<file path="src/design/assert_macros.svh">
`ifndef ASSERT_MACROS_SVH
`define ASSERT_MACROS_SVH

// checked on every rising edge outside reset
`define ASSERT_SYNC(lbl, prop, msg) \
    lbl: assert property (@(posedge aclk) disable iff (!aresetn) prop) else $error(msg);

// checked on every rising edge, reset included
`define ASSERT_ALWAYS(lbl, prop, msg) \
    lbl: assert property (@(posedge aclk) prop) else $error(msg);

`endif

</file>
<file path="src/design/mmdl_pkg.sv">
package mmdl_pkg;

    localparam int RING_DEPTH = 4096;
    localparam int TAP_COUNT  = 4;
    localparam int FRAC_BITS  = 8;

    localparam int SAMPLE_W = 16;
    localparam int SPAN_W   = 12;
    localparam int WGT_W    = 16;
    localparam int ADDR_W   = $clog2(RING_DEPTH);
    localparam int TAP_W    = (TAP_COUNT > 1) ? $clog2(TAP_COUNT) : 1;
    localparam int SPAN_MAX = RING_DEPTH - 3;

    localparam int V_W    = SAMPLE_W + FRAC_BITS + 2;
    localparam int PROD_W = V_W + WGT_W + 1;
    localparam int ACC_W  = PROD_W + TAP_W;

    // sequencer timing inside one item
    localparam int ACC_FIRST = 6;
    localparam int LAST_CNT  = 2 * TAP_COUNT + 4;
    localparam int CNT_W     = $clog2(LAST_CNT + 1);

    localparam int CFG_IDX_W = 1;
    localparam logic [CFG_IDX_W-1:0] CFG_DELAY_SPAN = 1'd0;
    localparam logic [CFG_IDX_W-1:0] CFG_SAW_WINDOW = 1'd1;

    typedef struct packed {
        logic [ADDR_W-1:0]    li;
        logic [ADDR_W-1:0]    ri;
        logic [FRAC_BITS-1:0] frac;
        logic [WGT_W-1:0]     weight;
        logic                 lv;
        logic                 rv;
    } tap_addr_t;

    typedef struct packed {
        logic cap_left;
        logic acc_clr;
        logic acc_en;
    } mmdl_ctl_t;

    // raised cosine window points at |mod| = k/16
    function automatic logic [WGT_W-1:0] win_point(input logic [4:0] idx);
        logic [WGT_W-1:0] w;
        case (idx)
            5'd0:    w = 16'd32768;
            5'd1:    w = 16'd32453;
            5'd2:    w = 16'd31521;
            5'd3:    w = 16'd30007;
            5'd4:    w = 16'd27969;
            5'd5:    w = 16'd25486;
            5'd6:    w = 16'd22654;
            5'd7:    w = 16'd19580;
            5'd8:    w = 16'd16384;
            5'd9:    w = 16'd13188;
            5'd10:   w = 16'd10114;
            5'd11:   w = 16'd7282;
            5'd12:   w = 16'd4799;
            5'd13:   w = 16'd2761;
            5'd14:   w = 16'd1247;
            5'd15:   w = 16'd315;
            default: w = 16'd0;
        endcase
        return w;
    endfunction

endpackage

</file>
<file path="src/design/mmdl_tap.sv">
module mmdl_tap
    import mmdl_pkg::*;
(
    input  logic                       aclk,
    input  logic [ADDR_W-1:0]          span,
    input  logic [ADDR_W-1:0]          len,
    input  logic [ADDR_W-1:0]          wp,
    input  logic [ADDR_W-1:0]          fill,
    input  logic                       saw,
    input  logic signed [SAMPLE_W-1:0] mod,
    output tap_addr_t                  tap
);

    logic [16:0]             dm;
    logic [ADDR_W+16:0]      off_prod;
    logic [SAMPLE_W-1:0]     amag;
    logic [4:0]              widx;
    logic [10:0]             wfrac;
    logic [27:0]             wa_next;
    logic [27:0]             wb_next;

    logic [ADDR_W-1:0]       ipart_reg;
    logic [FRAC_BITS-1:0]    frac_reg;
    logic [27:0]             wa_reg;
    logic [27:0]             wb_reg;

    logic [ADDR_W:0]         ip;
    logic [ADDR_W:0]         li_ext;
    logic [ADDR_W:0]         ri_ext;
    logic [ADDR_W-1:0]       li;
    logic [ADDR_W-1:0]       ri;
    logic [28:0]             wsum;
    tap_addr_t               tap_next;

    // stage 1: offset product and window partial products
    always_comb begin
        dm       = 17'h08000 - {mod[SAMPLE_W-1], mod};
        off_prod = span * dm;
        amag     = mod[SAMPLE_W-1] ? (~mod + 16'd1) : mod;
        widx     = amag[15:11];
        wfrac    = amag[10:0];
        wa_next  = win_point(widx) * (12'd2048 - {1'b0, wfrac});
        wb_next  = win_point(widx + 5'd1) * wfrac;
    end

    always_ff @(posedge aclk) begin
        ipart_reg <= off_prod[16 +: ADDR_W];
        frac_reg  <= off_prod[16-FRAC_BITS +: FRAC_BITS];
        wa_reg    <= wa_next;
        wb_reg    <= wb_next;
    end

    // stage 2: ring addresses, weight, fill check
    always_comb begin
        ip     = {1'b0, ipart_reg} + {1'b0, wp} + (ADDR_W+1)'(1);
        li_ext = (ip >= {1'b0, len}) ? (ip - {1'b0, len}) : ip;
        li     = li_ext[ADDR_W-1:0];
        ri_ext = {1'b0, li} + (ADDR_W+1)'(1);
        ri     = (ri_ext == {1'b0, len}) ? '0 : ri_ext[ADDR_W-1:0];
        wsum   = {1'b0, wa_reg} + {1'b0, wb_reg};

        tap_next.li     = li;
        tap_next.ri     = ri;
        tap_next.frac   = frac_reg;
        tap_next.weight = saw ? wsum[11 +: WGT_W] : 16'd32768;
        tap_next.lv     = (li < fill);
        tap_next.rv     = (ri < fill);
    end

    always_ff @(posedge aclk) begin
        tap <= tap_next;
    end

endmodule

</file>
<file path="config.mk">
export PLATFORM = sky130hd
export DESIGN_NAME = mmdl_tap
export DESIGN_NICKNAME = d
export VERILOG_FILES = /design/src/design/assert_macros.svh /design/src/design/mmdl_pkg.sv /design/src/design/mmdl_tap.sv
export SDC_FILE = /design/constraint.sdc
export NUM_CORES = 2
export LEC_CHECK = 0
export BUFFER_PORTS_ARGS = -buffer_cell sky130_fd_sc_hd__buf_2
export CAP_MARGIN = 20
export CORE_MARGIN = 5
export CORE_UTILIZATION = 55
export CTS_BUF_LIST = sky130_fd_sc_hd__clkbuf_16
export DETAILED_ROUTE_END_ITERATION = 6
export PLACE_DENSITY = 0.79
export SETUP_SLACK_MARGIN = 0.02
export SLEW_MARGIN = 5
export SYNTH_ARGS = -nofsm -noshare
export SYNTH_HDL_FRONTEND = slang
export SYNTH_SLANG_ARGS = --single-unit
</file>
<file path="constraint.sdc">
create_clock -name aclk -period 11.65 [get_ports aclk]
set_clock_uncertainty 0.15 [all_clocks]
set_input_delay 1.7475 -clock aclk [delete_from_list [all_inputs] [get_ports aclk]]
set_output_delay 1.7475 -clock aclk [all_outputs]
set_load 0.005 [all_outputs]
</file>
==> results.ini <==
[die]
ios = 116
core.rowCount = 79
fp.coreArea_um2 = 46300
die_y_um = 225
initial_core_util = 0.551
die_w_um = 225
die-area_um2 = 50800

[clock_network]
cts_resized = 0
htreeDepth = 4
cts_buffers = 17
cts-hold-fix-buffers = 0
cts_buffer_depth = 2
tritoncts = built
clock_sinks = 124
worst_skew_pair.late_latency_ps = 490
post-cts-setup-buffer-count = 0
clkTransAtPathRegs_ps = 80
root_buffer = clkbuf_16

[yosys]
synth.distinct_cells = 94
yosys-top-cells-count = inv_1, fa_1, nand2_1
synth_xor_area_frac = 0.0669
synthMuxAreaShare = 0.00706
syn_area_um2 = 25500
postSynthCellCount = 2973
synthTopCellsByArea = fa_1, ha_1, dfxtp_1
synth_edf_count = 0
synth_largest_area_cell = fa_1
ys_seq_area_frac = 0.0973
yosysMostFrequentCell = inv_1
synth_fa_ha_area_frac = 0.467
synth_simple_gate_area_frac = 0.178
synth-async-reset-ratio = 0
synth_top_family_by_area = adder cells
ys_ff_latch = 124
syn_area_per_cell_um2 = 8.58
synth.top_cell.area_share = 0.325
synthesis.nets = 3742
synth_compound_area_frac = 0.0836
synth_ff_type = dfxtp_1
yosysWarnings = 0

[detailed_routing]
drtIter0Drc = 1709
vias_per_cell = 5.52
vias = 20328
ant_nets = 0
routedWlPerCell_um = 17.4
drc = 0
dr.pass1.iters = 5
wirelength_um = 64100

[sta]
hold_viol_final = 0
setup_tns_ps = 0
setup_viol = 0
finalMaxSlewViolations = 0
relSlewSlack = 0.280
rsz0062_at_grt = no
period_minus_slack_ps = 10150
timing.fmax_ghz = 0.0985
period_share = 0.872
worst_pin_slew_ps = 1070

[placed_design]
placed_area_um2 = 26800
port_buffers = 115
dpl.hpwl_um = 52700
gp_congestion = 0.950

[critical_path]
path_delay_family = adder cells
r2r_slack_ps = 2570
cp_slowest_cell = or4b_4
cp-start-kind = primary input
cp.buffers_inverters = 4
cpMostUsedCell = fa_1
worstSetupPathType = in2reg
worst-endpoint-arrival_ps = 10400
critical_path.max_stage_delay_ps = 600
end_kind = flip-flop
crit_required_ps = 11900
cp_max_fo = 10

[global_route]
met2_usage = 0.421
grt_max_degree = 36
antenna_found_initial = 1
busiest_layer = met2
grt_use_total = 0.263
grt_overflow = 0
use_met3 = 0.0604
grt_pass1_wl_um = 107000
grtUsageMet1 = 0.353
grt_pass1_vias = 21051

[cells_and_area]
area_delta_synth_final_pct = 7.60
largest_reg_flops = 50
fillers = 4009
fin_area_um2 = 27400
layout-drive-gt1-share = 0.0895
nNetsFinal = 3830

[run_status]
outcome = finished clean

[job]
drv_cap = 0

[worst_hold_path]
hold_path.class = reg2reg

metrics by stage:
step / util / hold slack, ps / instances / setup WS [ps]
3_3_place_gp: 0.580 / 160 / 3647 / 1150
5_1_grt: 0.593 / 181 / 3681 / 955
3_5_place_dp: 0.580 / 165 / 3647 / 1070
2_1_floorplan: - / 160 / 2973 / 1210
4_1_cts: 0.593 / 171 / 3679 / 1570
6_report: 0.593 / 175 / 3682 / 1500
cell families after synthesis:
family	count (synthesis)
simple gates	959
fa+ha+maj	703
buf+inv	669
compound gates	319
xor+xnor	183
flops	124
mux	16
final cells by class:
cell class	count	area [um^2]	area share
multi-input cells	2180	20500	0.746
flip-flops and latches	124	2480	0.0904
inverters	567	2130	0.0775
repair buffers	171	1000	0.0366
well taps	607	759	0.0277
clock buffers	17	425	0.0155
clock inverters	15	176	0.00643
diodes	1	2.50	0.0000912
cell usage in the layout, fill, tap and decap left out, types with 55 or more instances in the layout:
cell	n
fa_1	414
buf_2	115
a21oi_1	83
dfxtp_1	124
and2_1	111
o21ai_0	64
ha_1	289
buf_4	55
inv_1	565
xnor2_1	122
nand2_1	391
nor2_1	221
routing by layer:
layer	share of wire	wire length (um)
met2	0.46	29800
met3	0.080	5100
met4	0.033	2130
met5	0	0
met1	0.42	27100
worst paths after layout:
check        depth (start not counted)                  from                 end
min reg2reg                          0   frac_reg[1]$_DFF_P_     tap[19]$_DFF_P_
max                                 30                mod[8]  wa_reg[26]$_DFF_P_
max reg2reg                         36  ipart_reg[0]$_DFF_P_      tap[0]$_DFF_P_
min                                  0   frac_reg[1]$_DFF_P_     tap[19]$_DFF_P_
Power is not shown: default switching activity piles up to over one toggle a cycle in this logic, so the estimate is an artifact.
