--- config.mk ---
export PLATFORM = sky130hd
export DESIGN_NAME = mmdl_mac
export DESIGN_NICKNAME = d
export VERILOG_FILES = /design/src/design/assert_macros.svh /design/src/design/mmdl_pkg.sv /design/src/design/mmdl_mac.sv
export SDC_FILE = /design/constraint.sdc
export NUM_CORES = 2
export LEC_CHECK = 0
export BUFFER_PORTS_ARGS = -buffer_cell sky130_fd_sc_hd__buf_2
export CAP_MARGIN = 20
export CORE_MARGIN = 10
export CORE_UTILIZATION = 35
export DETAILED_ROUTE_END_ITERATION = 12
export GPL_ROUTABILITY_DRIVEN = 0
export SLEW_MARGIN = 20
export SYNTH_ARGS = -nofsm -noshare
export SYNTH_HDL_FRONTEND = slang
export SYNTH_SLANG_ARGS = --single-unit
--- constraint.sdc ---
create_clock -name aclk -period 9.48 [get_ports aclk]
set_input_delay 0 -clock aclk [delete_from_list [all_inputs] [get_ports aclk]]
set_output_delay 0 -clock aclk [all_outputs]
set_load 0.05 [all_outputs]
--- src/design/assert_macros.svh ---
`ifndef ASSERT_MACROS_SVH
`define ASSERT_MACROS_SVH

// checked on every rising edge outside reset
`define ASSERT_SYNC(lbl, prop, msg) \
    lbl: assert property (@(posedge aclk) disable iff (!aresetn) prop) else $error(msg);

// checked on every rising edge, reset included
`define ASSERT_ALWAYS(lbl, prop, msg) \
    lbl: assert property (@(posedge aclk) prop) else $error(msg);

`endif

--- src/design/mmdl_pkg.sv ---
package mmdl_pkg;

    localparam int RING_DEPTH = 4096;
    localparam int TAP_COUNT  = 4;
    localparam int FRAC_BITS  = 8;

    localparam int SAMPLE_W = 16;
    localparam int SPAN_W   = 12;
    localparam int WGT_W    = 16;
    localparam int ADDR_W   = $clog2(RING_DEPTH);
    localparam int TAP_W    = (TAP_COUNT > 1) ? $clog2(TAP_COUNT) : 1;
    localparam int SPAN_MAX = RING_DEPTH - 3;

    localparam int V_W    = SAMPLE_W + FRAC_BITS + 2;
    localparam int PROD_W = V_W + WGT_W + 1;
    localparam int ACC_W  = PROD_W + TAP_W;

    // sequencer timing inside one item
    localparam int ACC_FIRST = 6;
    localparam int LAST_CNT  = 2 * TAP_COUNT + 4;
    localparam int CNT_W     = $clog2(LAST_CNT + 1);

    localparam int CFG_IDX_W = 1;
    localparam logic [CFG_IDX_W-1:0] CFG_DELAY_SPAN = 1'd0;
    localparam logic [CFG_IDX_W-1:0] CFG_SAW_WINDOW = 1'd1;

    typedef struct packed {
        logic [ADDR_W-1:0]    li;
        logic [ADDR_W-1:0]    ri;
        logic [FRAC_BITS-1:0] frac;
        logic [WGT_W-1:0]     weight;
        logic                 lv;
        logic                 rv;
    } tap_addr_t;

    typedef struct packed {
        logic cap_left;
        logic acc_clr;
        logic acc_en;
    } mmdl_ctl_t;

    // raised cosine window points at |mod| = k/16
    function automatic logic [WGT_W-1:0] win_point(input logic [4:0] idx);
        logic [WGT_W-1:0] w;
        case (idx)
            5'd0:    w = 16'd32768;
            5'd1:    w = 16'd32453;
            5'd2:    w = 16'd31521;
            5'd3:    w = 16'd30007;
            5'd4:    w = 16'd27969;
            5'd5:    w = 16'd25486;
            5'd6:    w = 16'd22654;
            5'd7:    w = 16'd19580;
            5'd8:    w = 16'd16384;
            5'd9:    w = 16'd13188;
            5'd10:   w = 16'd10114;
            5'd11:   w = 16'd7282;
            5'd12:   w = 16'd4799;
            5'd13:   w = 16'd2761;
            5'd14:   w = 16'd1247;
            5'd15:   w = 16'd315;
            default: w = 16'd0;
        endcase
        return w;
    endfunction

endpackage

--- src/design/mmdl_mac.sv ---
module mmdl_mac
    import mmdl_pkg::*;
(
    input  logic                       aclk,
    input  mmdl_ctl_t                  ctl,
    input  tap_addr_t                  tap,
    input  logic signed [SAMPLE_W-1:0] rdata,
    output logic signed [SAMPLE_W-1:0] sample_out
);

    logic signed [SAMPLE_W-1:0]  left_reg;
    logic [FRAC_BITS-1:0]        frac3_reg;
    logic [WGT_W-1:0]            w3_reg;
    logic                        rv3_reg;
    logic [WGT_W-1:0]            w4_reg;
    logic signed [V_W-1:0]       v_reg;
    logic signed [PROD_W-1:0]    prod_reg;
    logic signed [ACC_W-1:0]     acc_reg;

    logic signed [SAMPLE_W-1:0]  right;
    logic signed [SAMPLE_W:0]    diff;
    logic signed [V_W-1:0]       dprod;
    logic signed [V_W-1:0]       lext;
    logic signed [V_W-1:0]       v_next;
    logic signed [ACC_W-1:0]     acc_next;
    logic signed [ACC_W-1:0]     rnd;
    logic signed [ACC_W-1:0]     shf;

    // interpolation between neighbours
    always_comb begin
        right  = rv3_reg ? rdata : '0;
        diff   = {right[SAMPLE_W-1], right} - {left_reg[SAMPLE_W-1], left_reg};
        dprod  = diff * $signed({1'b0, frac3_reg});
        lext   = V_W'(left_reg);
        v_next = (lext <<< FRAC_BITS) + dprod;
    end

    always_comb begin
        acc_next = ctl.acc_clr ? '0 : acc_reg + ACC_W'(prod_reg);
    end

    always_ff @(posedge aclk) begin
        if (ctl.cap_left) begin
            left_reg  <= tap.lv ? rdata : '0;
            frac3_reg <= tap.frac;
            w3_reg    <= tap.weight;
            rv3_reg   <= tap.rv;
        end
        w4_reg   <= w3_reg;
        v_reg    <= v_next;
        prod_reg <= v_reg * $signed({1'b0, w4_reg});
        if (ctl.acc_clr || ctl.acc_en) begin
            acc_reg <= acc_next;
        end
    end

    // round half up, then saturate
    always_comb begin
        rnd = acc_reg + (ACC_W'(1) <<< (FRAC_BITS + 14));
        shf = rnd >>> (FRAC_BITS + 15);
        if (shf > ACC_W'(32767)) begin
            sample_out = 16'sh7fff;
        end else if (shf < -ACC_W'(32768)) begin
            sample_out = 16'sh8000;
        end else begin
            sample_out = shf[SAMPLE_W-1:0];
        end
    end

endmodule

==> metrics.csv <==
metric;value;unit
status;complete, no violations;
hold_buffers;41;
synth_xor_area_frac;0.0396;
required;9.89;ns
die_h;304;µm
htreeDepth;4;
post-synth-top-count-cell;inv_1;
grt-ovfl-total;0;
synth_mux_area_frac;0.00230;
ys_seq_area_frac;0.151;
synthDominantCellAreaShare;0.376;
ys_ff_latch;171;
worst_setup_path_end_kind;flip-flop;
met1_length;29.3;mm
arrival;8.75;ns
num_rows;104;
post_cts_buffers;0;
ys.flop_type;edfxtp_1;
yosys.area_share.simple;0.155;
clock_latency;0.49;ns
skew;0.0178;ns
drv_cap;0;
cts.clk_slew.worst_paths;0.08;ns
drive_above_1_share;0.0441;
hp-class;in2reg;
dr.first_iter.drc_count;914;
start_util;0.352;
drcViolationCount;0;
synth_top_family_by_area;adder cells;
grt_pass1_vias;20800;
met3_length;2.26;mm
slew_violations;0;
rsz0062_at_grt;no;
tightest_slew;1.05;ns
crit_slowest_cell;a2111oi_0;
cts_buffer_depth;2;
top_layer;met4;
worstSetupPathType;reg2reg;
grt_pass1_wl;106;mm
worstSetupStartpointType;flip-flop;
fillers;8001;
max_clock_freq;120;MHz
synth_compound_area_frac;0.0799;
cts_resized;0;
grt_util_all_layers;0.137;
drt_wl_total;61.2;mm
synthTopCellsByArea;fa_1, ha_1, edfxtp_1;
critPathMaxFanout;16;
core_area;80300;µm²
drt-wirelength-per-cell;14.9;µm
fin_crit_sh;0.880;
area_growth;8.24;%
drt_first_pass_iters;5;
synth_area_leader_cell;fa_1;
io_buffer_count;61;
fin_crit;8.34;ns
die_w;304;µm
nets;3872;
dp_hpwl;50.7;mm
cts_tree;built;
syn_area;28300;µm²
io_pins;86;
vias;19400;
synthDistinctLibCells;72;
cts_buffers;17;
async_reset_ff_frac;0;
cts_sinks;171;
n_antenna_cell;0;
avgSynthCellArea;9.39;µm²
finalHoldViolCount;0;
slowest_delay;0.66;ns
yosys-top-cells-count;inv_1, fa_1, nand2_1;
synth_edf_count;86;
cp_common_cell;fa_1;
grt_max_degree;46;
hold_slack;0.0354;ns
clock-root-buffer;clkbuf_16;
route.met2.wl;28.8;mm
syn-num-nets;3838;
antenna_found_initial;0;
max_slew_margin;0.297;
largest_reg_flops;45;
netlist_instances;3013;
final_antenna_net_count;0;
synth_adder_area_share;0.475;
die_area;92600;µm²
yosys_warnings;0;
final.setup.tns;0;ns
vias_per_cell;4.70;
finalSetupViolations;0;
-- final timing paths --
kind | startpoint | endpoint | slack [ns] | cells after the start
max | rv3_reg$_DFFE_PP_ | v_reg[24]$_DFF_P_ | 1.14 | 31
min | tap[1] | left_reg[4]$_SDFFCE_PN0P_ | 0.04 | 2
max reg2reg | rv3_reg$_DFFE_PP_ | v_reg[24]$_DFF_P_ | 1.14 | 31
min reg2reg | w3_reg[11]$_DFFE_PP_ | w4_reg[11]$_DFF_P_ | 0.34 | 0
-- cell usage in the layout, fill, tap and decap left out, types with 83 or more instances in the layout --
cell type,synthesis,final
ha_1,223,223
fa_1,532,532
nor2_1,87,87
dfxtp_1,85,85
inv_1,628,628
xnor2_1,83,83
a21oi_1,103,103
edfxtp_1,86,86
and2_1,272,272
nand2_1,364,364
-- critical path, delay by kind of cell (launching register included) --
| family | cells | cell delay [ns] |
|---|---|---|
| compound gates | 13 | 2.70 |
| flops | 1 | 0.65 |
| xor+xnor | 2 | 0.67 |
| fa+ha+maj | 8 | 3.44 |
| simple gates | 5 | 0.66 |
| buf+inv | 3 | 0.14 |
-- kinds of logic after synthesis --
| logic type | Yosys count |
|---|---|
| buffers and inverters | 726 |
| DFF | 171 |
| AOI/OAI and AO/OA | 339 |
| adders and majority gates | 755 |
| xor gates and xnor gates | 128 |
| and+or+nand+nor | 888 |
| muxes | 6 |
-- cell type report --
type / count / area, µm² / area share
timing repair buffer: 113 / 798 / 0.0261
sequential: 171 / 4280 / 0.140
inverter: 628 / 2360 / 0.0770
clock buffer: 17 / 425 / 0.0139
multi-input combinational: 2116 / 21300 / 0.695
tap: 1060 / 1330 / 0.0433
clock inverter: 15 / 149 / 0.00486
-- per-stage QoR --
| stage | utilization | instance area, µm² | worst slack (ns) | std cells |
|---|---|---|---|---|
| after CTS | 0.381 | 30600 | 1.09 | 4120 |
| after detailed placement | 0.369 | 29600 | 1.10 | 4047 |
| final | 0.381 | 30600 | 1.14 | 4120 |
| after floorplan | - | 28300 | 2.24 | 3013 |
| after global placement | 0.369 | 29600 | 1.23 | 4047 |
| after global routing | 0.381 | 30600 | 0.570 | 4120 |
-- per-layer routing --
| metal | vias up | track usage |
|---|---|---|
| li1 | 9346 | - |
| met1 | 9678 | 0.184 |
| met2 | 286 | 0.230 |
| met3 | 54 | 0.0214 |
| met4 | 0 | 0.0327 |
| met5 | - | 0 |
Power is left out: the tool's default activity adds up to more than one toggle a clock period on the data nets, which glitch-free logic cannot reach.
